File: src/hdl/sbdp_pkg.sv
// sbdp_pkg: shared types and constants for the sample bit depth packer
// used by sbdp_pack, sbdp_store and sample_bit_depth_packer_top

package sbdp_pkg;

	// high byte store geometry
	localparam int MAX_FRAME_SAMPLES = 4096;
	localparam int ADDR_W            = $clog2(MAX_FRAME_SAMPLES);
	localparam int CNT_W             = $clog2(MAX_FRAME_SAMPLES + 1);

	// packing depth register codes
	typedef enum logic [1:0] {
		MODE_1BIT  = 2'd0,
		MODE_4BIT  = 2'd1,
		MODE_8BIT  = 2'd2,
		MODE_16BIT = 2'd3
	} mode_t;

	localparam mode_t MODE_RESET = MODE_8BIT;

	// request kind carried on the input tuser bit
	typedef enum logic {
		OP_PUSH  = 1'b0,
		OP_DRAIN = 1'b1
	} op_t;

	// result of packing one pushed sample
	typedef struct packed {
		logic       emit;
		logic [7:0] data;
		logic       last;
		logic [7:0] acc_n;
		logic [2:0] fill_n;
		logic       push_hi;
		logic [7:0] hi_byte;
	} pack_res_t;

	// control from the top level into the high byte store
	typedef struct packed {
		logic       push;
		logic [7:0] hi_byte;
		logic       drain;
	} store_ctl_t;

	// status from the high byte store
	typedef struct packed {
		logic pending;
		logic last;
	} store_sts_t;

endpackage

File: src/hdl/sbdp_pack.sv
// sbdp_pack: combinational packing of one pushed sample at the current depth
// depends on sbdp_pkg

module sbdp_pack (
	input  sbdp_pkg::mode_t     mode,
	input  logic signed [15:0]  sample,
	input  logic                frame_end,
	input  logic [7:0]          acc,
	input  logic [2:0]          fill,
	output sbdp_pkg::pack_res_t res
);

	logic [15:0] mag;
	logic [15:0] mapped;
	logic [7:0]  acc_bit;
	logic [7:0]  hi_nib;

	// sign-magnitude map for the sixteen-bit mode, wraps at 16 bits
	always_comb begin
		mag    = 16'(-sample);
		mapped = sample[15] ? {mag[14:0], 1'b1} : {sample[14:0], 1'b0};
	end

	assign acc_bit = acc | (8'(sample[0]) << fill);
	assign hi_nib  = {sample[3:0], 4'h0};

	// per-mode byte and next accumulator state
	always_comb begin
		res         = '0;
		res.acc_n   = acc;
		res.fill_n  = fill;
		res.hi_byte = mapped[15:8];
		unique case (mode)
			sbdp_pkg::MODE_1BIT: begin
				if (fill == 3'd7 || frame_end) begin
					res.emit   = 1'b1;
					res.data   = acc_bit;
					res.last   = frame_end;
					res.acc_n  = 8'h00;
					res.fill_n = 3'd0;
				end else begin
					res.acc_n  = acc_bit;
					res.fill_n = fill + 3'd1;
				end
			end
			sbdp_pkg::MODE_4BIT: begin
				if (fill == 3'd0) begin
					if (frame_end) begin
						// odd frame: flush the lone high nibble
						res.emit   = 1'b1;
						res.data   = hi_nib;
						res.last   = 1'b1;
						res.acc_n  = 8'h00;
						res.fill_n = 3'd0;
					end else begin
						res.acc_n  = hi_nib;
						res.fill_n = 3'd1;
					end
				end else begin
					res.emit   = 1'b1;
					res.data   = acc | {4'h0, sample[3:0]};
					res.last   = frame_end;
					res.acc_n  = 8'h00;
					res.fill_n = 3'd0;
				end
			end
			sbdp_pkg::MODE_8BIT: begin
				res.emit = 1'b1;
				res.data = sample[7:0];
				res.last = frame_end;
			end
			sbdp_pkg::MODE_16BIT: begin
				res.emit    = 1'b1;
				res.data    = mapped[7:0];
				res.last    = 1'b0;
				res.push_hi = 1'b1;
			end
			default: begin
				res.emit = 1'b0;
			end
		endcase
	end

endmodule

File: config.mk
export PLATFORM = sky130hd
export DESIGN_NAME = sbdp_pack
export DESIGN_NICKNAME = d
export VERILOG_FILES = /design/src/hdl/sbdp_pkg.sv /design/src/hdl/sbdp_pack.sv
export SDC_FILE = /design/constraint.sdc
export NUM_CORES = 1
export LEC_CHECK = 0
export CORE_MARGIN = 1
export CORE_UTILIZATION = 50
export DETAILED_ROUTE_END_ITERATION = 10
export DONT_BUFFER_PORTS = 1
export PLACE_DENSITY = 0.78
export RECOVER_POWER = 50
export SETUP_SLACK_MARGIN = 0.5
export SLEW_MARGIN = 15
export SYNTH_ARGS = -nofsm -noshare
export SYNTH_HDL_FRONTEND = slang
export SYNTH_SLANG_ARGS = --single-unit
export TNS_END_PERCENT = 30
File: constraint.sdc
create_clock -name vclk -period 1.8
set_input_delay 0.09 -clock vclk [all_inputs]
set_output_delay 0.09 -clock vclk [all_outputs]
set_load 0.01 [all_outputs]
==> key figures, run 1 <==
Outcome
  • Outcome: completed

STA
  • Final Max Slew Viols: 0
  • Max-slew headroom: 66.37%
  • Final worst slack: 0.09490 ns
  • Setup violations, final: 0
  • Tcrit/Tclk final: 94.73%
  • Hold_ws: 0.2457 ns
  • Worst Tran Pin Value: 0.4992 ns
  • Unrepaired setup endpoints after global routing: yes
  • Fin. Hold Viols: 0
  • Max Freq: 586.5 MHz
  • Minimum clock period: 1.705 ns

Finish
  • Sequential Area: 0 sq um
  • Fillers: 166
  • Antenna Cells: 0
  • Layout cells sized above 1: 18.94%
  • Fin util: 59.21%
  • Layout area overhead: 10.43%
  • Clock buffers: 0
  • Multi-input logic area: 908.4 sq um
  • Seq cells: 0
  • Design Area, Final: 1033 sq um
  • Fin nets: 169

Job
  • Max Cap Violations: 0

Critical path
  • Worst stage delay on the critical path: 0.54 ns
  • CP Capture Type: primary output
  • WS Path Type: primary input to primary output
  • Req. time, crit path: 1.71 ns
  • Worst setup SP type: primary input
  • Crit-path most repeated cell: or4_4
  • Worst path cell trace: or4_4 > or4_4 > o41ai_4 > xnor2_2
  • Crit Path Max Fanout: 10
  • Arrival time worst endpoint: 1.62 ns
  • Slowest cell on the critical path: or4_4

Synth
  • Warnings from Yosys: 0
  • Post-Syn Area: 935.9 sq um
  • Mapped Cells: 134
  • Largest cells by area after synthesis: xnor2_1 (7.5%), ha_1 (6.7%), o21ai_0 (5.3%), buf_6 (4.8%), inv_1 (4.0%)
  • Syn nets: 169
  • Syn Area/Cell: 6.984 sq um
  • Post-synth top area share: 7.487%
  • Post-synth top cells: inv_1 (10), o21ai_0 (10), nand2_1 (8), xnor2_1 (8), nor2_1 (7)
  • Area leader, netlist: xnor2_1
  • Register area share after synthesis: 0%
  • Post-synthesis cell type count: 45

Power and ir drop
  • Leakage: 0.3896 nW
  • Max VDD drop: 0.00009450 V
  • P per Cell Area: 211.4 nW/um^2
  • Tot Pwr: 0.0002185 W

Clocking
  • Hold_buf cts: 0

Floorplan
  • Ports: 60
  • Die area: 2049 sq um
  • Die H: 45.27 microns
  • Die Width: 45.27 microns
  • Rows: 15
  • Core box area: 1745 sq um
  • Initial Utilization: 53.62%

Place
  • Number of port buffers: 0
  • Dpl ws: 0.04438 ns
  • GP Congestion: 0.8593
  • Detailed Place HPWL: 2.159 mm
  • Placed cell areas: 958.4 sq um

Hold path
  • Worst hold path class: primary input to primary output

Global route
  • Vias in the first global route: 920
  • Initial antenna violation count: 0
  • Largest net degree at the start of global routing: 18
  • Total global routing overflow: 0
  • GRT Overall Usage: 27.83%
  • First-pass GRT wire length: 4.271 mm

Route
  • Antenna viol nets, final: 0
  • Drc violations: 0
  • Vias per inst: 7.064
  • DRT Wirelength: 2.923 mm
  • DR WL/cell: 18.62 microns
  • Detailed Routing Iterations Pass 1: 5
  • Initial DRC count: 65
  • Via count: 1109
-- worst max-delay path: cells and delay by family --
family / cells / cell delay (ns)
and+or+nand+nor: 2 / 1.07
AOI/OAI and AO/OA: 1 / 0.27
xor gates and xnor gates: 1 / 0.18
-- layer usage --
layer | GRT usage [%] | wire (microns)
met1 | 41.83 | 1144
met2 | 46.38 | 1433
met3 | 1.200 | 312
met4 | 0 | 32
met5 | 0 | 0
-- power by group --
| group | total (W) | internal, W | switching [W] |
|---|---|---|---|
| Clock | 0 | 0 | 0 |
| Sequential | 0 | 0 | 0 |
| Combinational | 0.000219 | 0.0000945 | 0.000124 |
-- final cells by class --
type               count  share of cell area, %
multi-input cells    114                  87.89
repair buffers         8                  5.448
inverters             10                  3.632
well taps             25                  3.027
-- stage by stage --
stage / std cells / TNS, ns
2_1_floorplan: 134 / -0.1692
6_report: 157 / 0
4_1_cts: 155 / 0
3_5_place_dp: 152 / 0
5_1_grt: 157 / 0
3_3_place_gp: 152 / 0
-- worst paths after layout --
path / startpoint / endpoint / slack, ns / cells past startpoint
hold / removal: sample[12] / res[5] / 0.25 / 1
setup / recovery: sample[3] / res[7] / 0.09 / 4
-- cells in the final DEF, fill, tap and decap left out, types with 3 or more instances in the layout --
cell type  Yosys  layout
o31ai_1        4       4
o211ai_1       3       3
xor2_1         4       3
nand2_1        8       8
or4_4          2       4
nor2b_1        4       4
a22o_1         4       4
nor3_1         6       5
o21ai_0       10       9
a222oi_1       3       3
nand3_1        4       4
xnor2_1        8       6
nor2_1         7       6
buf_4          0       6
o221ai_1       3       3
inv_1         10      10
ha_1           5       5
a21oi_1        5       5
-- kinds of logic (layout without fill, tap and decap cells) --
group | Yosys count | in the layout | share of synthesized area, %
compound gates | 52 | 52 | 43.32
fa+ha+maj | 5 | 5 | 6.684
mux | 2 | 2 | 2.406
buf+inv | 20 | 18 | 11.23
xor+xnor | 12 | 12 | 11.23
simple gates | 43 | 43 | 25.14
-- repair_timing --
item                                    in CTS  in global routing
buffers inserted                             3                  2
endpoints found under the setup margin      19                 25
gates resized for setup                      4                  8
cloned                                       0                  0
pin swaps                                    7                  3
(Power assumes the default switching activity.)
==> inputs of run 2 (changes only) <==
--- a/config.mk
+++ b/config.mk
@@ -6,9 +6,11 @@
 export NUM_CORES = 1
 export LEC_CHECK = 0
+export CELL_PAD_IN_SITES_DETAIL_PLACEMENT = 0
+export CELL_PAD_IN_SITES_GLOBAL_PLACEMENT = 1
 export CORE_MARGIN = 1
-export CORE_UTILIZATION = 50
+export CORE_UTILIZATION = 41
 export DETAILED_ROUTE_END_ITERATION = 10
 export DONT_BUFFER_PORTS = 1
-export PLACE_DENSITY = 0.78
+export PLACE_DENSITY = 0.83
 export RECOVER_POWER = 50
 export SETUP_SLACK_MARGIN = 0.5
==> constraint.sdc (replaced) <==
create_clock -name vclk -period 1.8
set_input_delay 0.09 -clock vclk [all_inputs]
set_output_delay 0.09 -clock vclk [all_outputs]
set_load 0.05 [all_outputs]
==> run 2 against run 1 <==
The flow now finishes with violations (setup timing). Combinational power rose by 140%. Cell area is 39% higher. Flip-flop and latch count unchanged. Fmax down 8.4%. Die area increased by 21%. Largest power group unchanged. Largest cell class unchanged. Non-clock buffer count rose by 20.
==> key figures, run 2 (synthesized netlist as in run 1, its figures left out) <==
Route
  • Vias per inst: 6.788
  • DRT Wirelength: 3.533 mm
  • Detailed Routing Iterations Pass 1: 7
  • Initial DRC count: 64
  • Drc violations: 0
  • Via count: 1215
  • Antenna viol nets, final: 0
  • DR WL/cell: 19.74 microns

Power and ir drop
  • Pint: 0.0001795 W
  • Combinational Power Share: 100.0%
  • Leakage: 0.5467 nW
  • P_sw: 0.0003482 W
  • P per Cell Area: 366.7 nW/um^2
  • Max VDD drop: 0.0002294 V
  • Tot Pwr: 0.0005276 W
  • Switching share of power: 65.99%
  • Sequential fraction of design power: 0%
  • Clock power share: 0%

Floorplan
  • Initial Utilization: 45.39%
  • Core box area: 2062 sq um
  • Die Width: 49.78 microns
  • Ports: 60
  • Die H: 49.78 microns
  • Rows: 16
  • Die area: 2478 sq um

STA
  • Setup violations, final: 4
  • Hold_ws: 0.2814 ns
  • Unrepaired setup endpoints after global routing: yes
  • Minimum clock period: 1.862 ns
  • Max-slew headroom: 35.14%
  • Final Max Slew Viols: 0
  • Fin. Hold Viols: 0
  • Final worst slack: -0.06224 ns
  • Tcrit/Tclk final: 103.5%
  • Worst Tran Pin Value: 0.9671 ns
  • Max Freq: 537.0 MHz

Outcome
  • Outcome: finished, violations left
  • Failing checks: setup timing

Critical path
  • Crit-path most repeated cell: or4_4
  • CP Capture Type: primary output
  • Worst path cell trace: or4_4 > buf_4 > buf_8 > or4_4 > o21ai_4 > xnor2_4
  • Bufs and invs on worst path: 2
  • Crit Path Max Fanout: 10
  • Crit path max-delay family: simple AND/OR/NAND/NOR gates
  • Req. time, crit path: 1.71 ns
  • WS Path Type: primary input to primary output
  • Arrival time worst endpoint: 1.77 ns
  • Slowest cell on the critical path: or4_4
  • Worst setup SP type: primary input
  • Worst stage delay on the critical path: 0.53 ns

Finish
  • Clock buffers: 0
  • Commonest cells after routing, fill and taps aside: buf_4 (16), inv_1 (8), nand2_1 (7)
  • Seq cells: 0
  • Fin nets: 189
  • Sequential Area: 0 sq um
  • Most common cell after layout, fill and taps aside: buf_4
  • Design Area, Final: 1439 sq um
  • Layout cells sized above 1: 42.11%
  • Layout area overhead: 53.74%
  • Antenna Cells: 0

Place
  • Number of port buffers: 0
  • GP Congestion: 0.8753
  • Detailed Place HPWL: 2.560 mm
  • Placed cell areas: 1264 sq um
  • Dpl ws: -0.06274 ns

Global route
  • Vias in the first global route: 1164
  • Initial antenna violation count: 0
  • First-pass GRT wire length: 5.561 mm
  • GRT Overall Usage: 27.73%
  • Largest net degree at the start of global routing: 18
  • Total global routing overflow: 0

Clocking
  • Hold_buf cts: 0

Hold path
  • Min-delay src: mode[1]
  • WHS Path Cells: 1
  • WHS Endpoint: res[18]
  • Worst hold path class: primary input to primary output

Job
  • Max Cap Violations: 0
run 2: power by group through the flow:
stage	clock network, W	registers [W]	logic (W)
4_1_cts	0	0	0.000529
5_1_grt	0	0	0.000550
3_3_place_gp	0	0	0.000489
6_report	0	0	0.000528
2_1_floorplan	0	0	0.000433
3_5_place_dp	0	0	0.000497
run 2: layer usage:
layer,part of all wire [%],track usage (%)
met5,0,0
met4,0.74,2.857
met3,9.5,4.012
met2,50,45.95
met1,39,38.72
run 2: cell type report:
cell class                      count  area (sq um)
Tap cell                           27         33.78
Inverter                           10         42.54
Timing Repair Buffer               28         239.0
Multi-Input combinational cell    114          1124
Fill cell                         179         623.1
run 2: per-stage QoR:
step	std cells	TNS [ns]	util, %
after CTS	173	-0.05809	68.57
final	179	-0.1587	69.78
after global routing	179	-0.3728	69.78
after global placement	173	-0.02502	61.29
after floorplan	134	-0.9023	-
after detailed placement	173	-0.07455	61.29
run 2: how the worst max path moves through the flow:
stage / start / to / slack (ns) / cells past startpoint
final: sample[3] / res[2] / -0.06 / 6
after global routing: sample[3] / res[7] / -0.10 / 4
after CTS: sample[3] / res[7] / -0.04 / 4
after detailed placement: sample[3] / res[7] / -0.06 / 4
after global placement: sample[3] / res[7] / -0.03 / 4
after floorplan: sample[3] / res[7] / -0.24 / 6
run 2: what timing repair did:
| item | CTS | global route |
|---|---|---|
| pin swaps | 21 | 18 |
| setup buffers | 0 | 6 |
| setup endpoints to repair | 27 | 26 |
| gates resized for setup | 29 | 9 |
==> inputs of run 3 (changes only) <==
Settings changed: CORE_UTILIZATION 41 to 45, PLACE_DENSITY 0.83 to 0.87, RECOVER_POWER 50 to default.
Clock period 1.8 ns to 2.1 ns, I/O delays scaled along.
==> run 3 against run 2 <==
The run now ends clean. Clock-buffer cell count is the same. Final cell count shrank 3.4%. Core utilization shrank 6.6 points. Global-route usage shrank 0.28 points. Total power shrank 22%. Via count shrank 1.7%. Hold slack gained 0.032 ns. Critical path depth shrank 2. Wire length shrank 10%. Cell area shrank 14%. Non-clock buffer count shrank 6. Critical path type unchanged.
==> key figures, run 3 (synthesized netlist as in run 1, its figures left out) <==
Finish
  • Antenna Cells: 0
  • Fin nets: 183
  • Sequential Area: 0 sq um
  • Cell Count, Final, Fillers Out: 173
  • Commonest cells after routing, fill and taps aside: buf_4 (22), inv_1 (10), nand2_1 (8)
  • Clock buffers: 0
  • Seq cells: 0
  • Layout area overhead: 32.49%
  • Layout cells sized above 1: 30.82%
  • Most common cell after layout, fill and taps aside: buf_4

Hold path
  • WHS Path Cells: 1
  • Worst hold path class: primary input to primary output

STA
  • Final Max Slew Viols: 0
  • Minimum clock period: 1.871 ns
  • Tcrit/Tclk final: 89.09%
  • Fin. Hold Viols: 0
  • Max-slew headroom: 27.23%
  • Total Neg Setup Slack: 0 ns
  • Max Freq: 534.5 MHz
  • Unrepaired setup endpoints after global routing: yes
  • Worst Tran Pin Value: 1.084 ns
  • Setup violations, final: 0

Critical path
  • Crit Path Max Fanout: 10
  • WS Path Type: primary input to primary output
  • Arrival time worst endpoint: 1.77 ns
  • Worst setup SP type: primary input
  • Req. time, crit path: 2.00 ns
  • CP Capture Type: primary output

Route
  • Detailed Routing Iterations Pass 1: 4
  • DRT Wirelength: 3.181 mm
  • Initial DRC count: 52
  • Antenna viol nets, final: 0
  • Vias per inst: 6.902
  • Via count: 1194
  • Drc violations: 0
  • DR WL/cell: 18.39 microns

Floorplan
  • Core box area: 1962 sq um
  • Initial Utilization: 47.70%
  • Die H: 47.61 microns
  • Die area: 2266 sq um
  • Rows: 16
  • Ports: 60
  • Die Width: 47.61 microns

Power and ir drop
  • Max VDD drop: 0.0001679 V
  • Sequential fraction of design power: 0%
  • P per Cell Area: 330.2 nW/um^2
  • Combinational Power Share: 100.0%
  • Switching share of power: 69.04%
  • Clock power share: 0%
  • P_sw: 0.0002827 W
  • Leakage: 0.4764 nW
  • Pint: 0.0001268 W

Global route
  • Vias in the first global route: 999
  • First-pass GRT wire length: 4.560 mm
  • GRT Overall Usage: 27.45%
  • Largest net degree at the start of global routing: 18
  • Total global routing overflow: 0
  • Initial antenna violation count: 0

Place
  • Detailed Place HPWL: 2.437 mm
  • Placed cell count: 169
  • GP Congestion: 0.8223
  • Number of port buffers: 0

Job
  • Max Cap Violations: 0

Outcome
  • Outcome: completed
==> run 3: changes by cell type in the layout (fill, tap and decap cells not counted), sizes merged <==
cell and change:
buf -1, clkbuf -5
==> run 3: through the flow <==
| step | instance area [sq um] | hold WS, ns | worst slack (ns) | power, W | utilization (%) |
|---|---|---|---|---|---|
| after floorplan | 1064 | 0.3268 | 0.03152 | 0.0003554 | - |
| after global placement | 1161 | 0.3100 | 0.1794 | 0.0003914 | 59.18 |
| after detailed placement | 1161 | 0.3106 | 0.1663 | 0.0003950 | 59.18 |
| after CTS | 1210 | 0.3106 | 0.2349 | 0.0004025 | 61.67 |
| after global routing | 1240 | 0.3117 | 0.2055 | 0.0004292 | 63.20 |
| final | 1240 | 0.3129 | 0.2290 | 0.0004095 | 63.20 |
==> run 3: worst paths after layout <==
| kind | start | slack [ns] | endpoint |
|---|---|---|---|
| worst max-delay path | sample[3] | 0.23 | res[5] |
| worst min-delay path | mode[1] | 0.31 | res[18] |
==> run 3: critical path, stage by stage <==
cell,delay (ns)
or4_4,0.53
or4_4,0.55
o21a_4,0.24
xor2_4,0.34
==> run 3: repair_timing <==
action,4_1_cts,5_1_grt
buffers inserted,4,0
setup endpoints to repair,20,22
resized for setup,2,6
cloned,0,0
hold endpoints to repair,0,0
pin swaps,2,2
hold buffers,0,0
==> run 3: layer usage <==
layer  track usage (%)  wire length, microns
met5                 0                     0
met1             39.15                  1305
met4             2.778                    16
met3             1.887                   308
met2             46.85                  1550
==> run 3: power groups by stage <==
stage               sequential (W)  combinational, W  clock [W]
floorplan                        0          0.000355          0
CTS                              0          0.000402          0
global placement                 0          0.000391          0
global route                     0          0.000429          0
finish                           0          0.000409          0
detailed placement               0          0.000395          0
==> run 3: area by class of cell <==
| cell class | instances | area (sq um) |
|---|---|---|
| multi-input cells | 114 | 1003 |
| fillers | 197 | 721.9 |
| repair buffers | 22 | 165.2 |
| inverters | 10 | 37.54 |
| well taps | 27 | 33.78 |
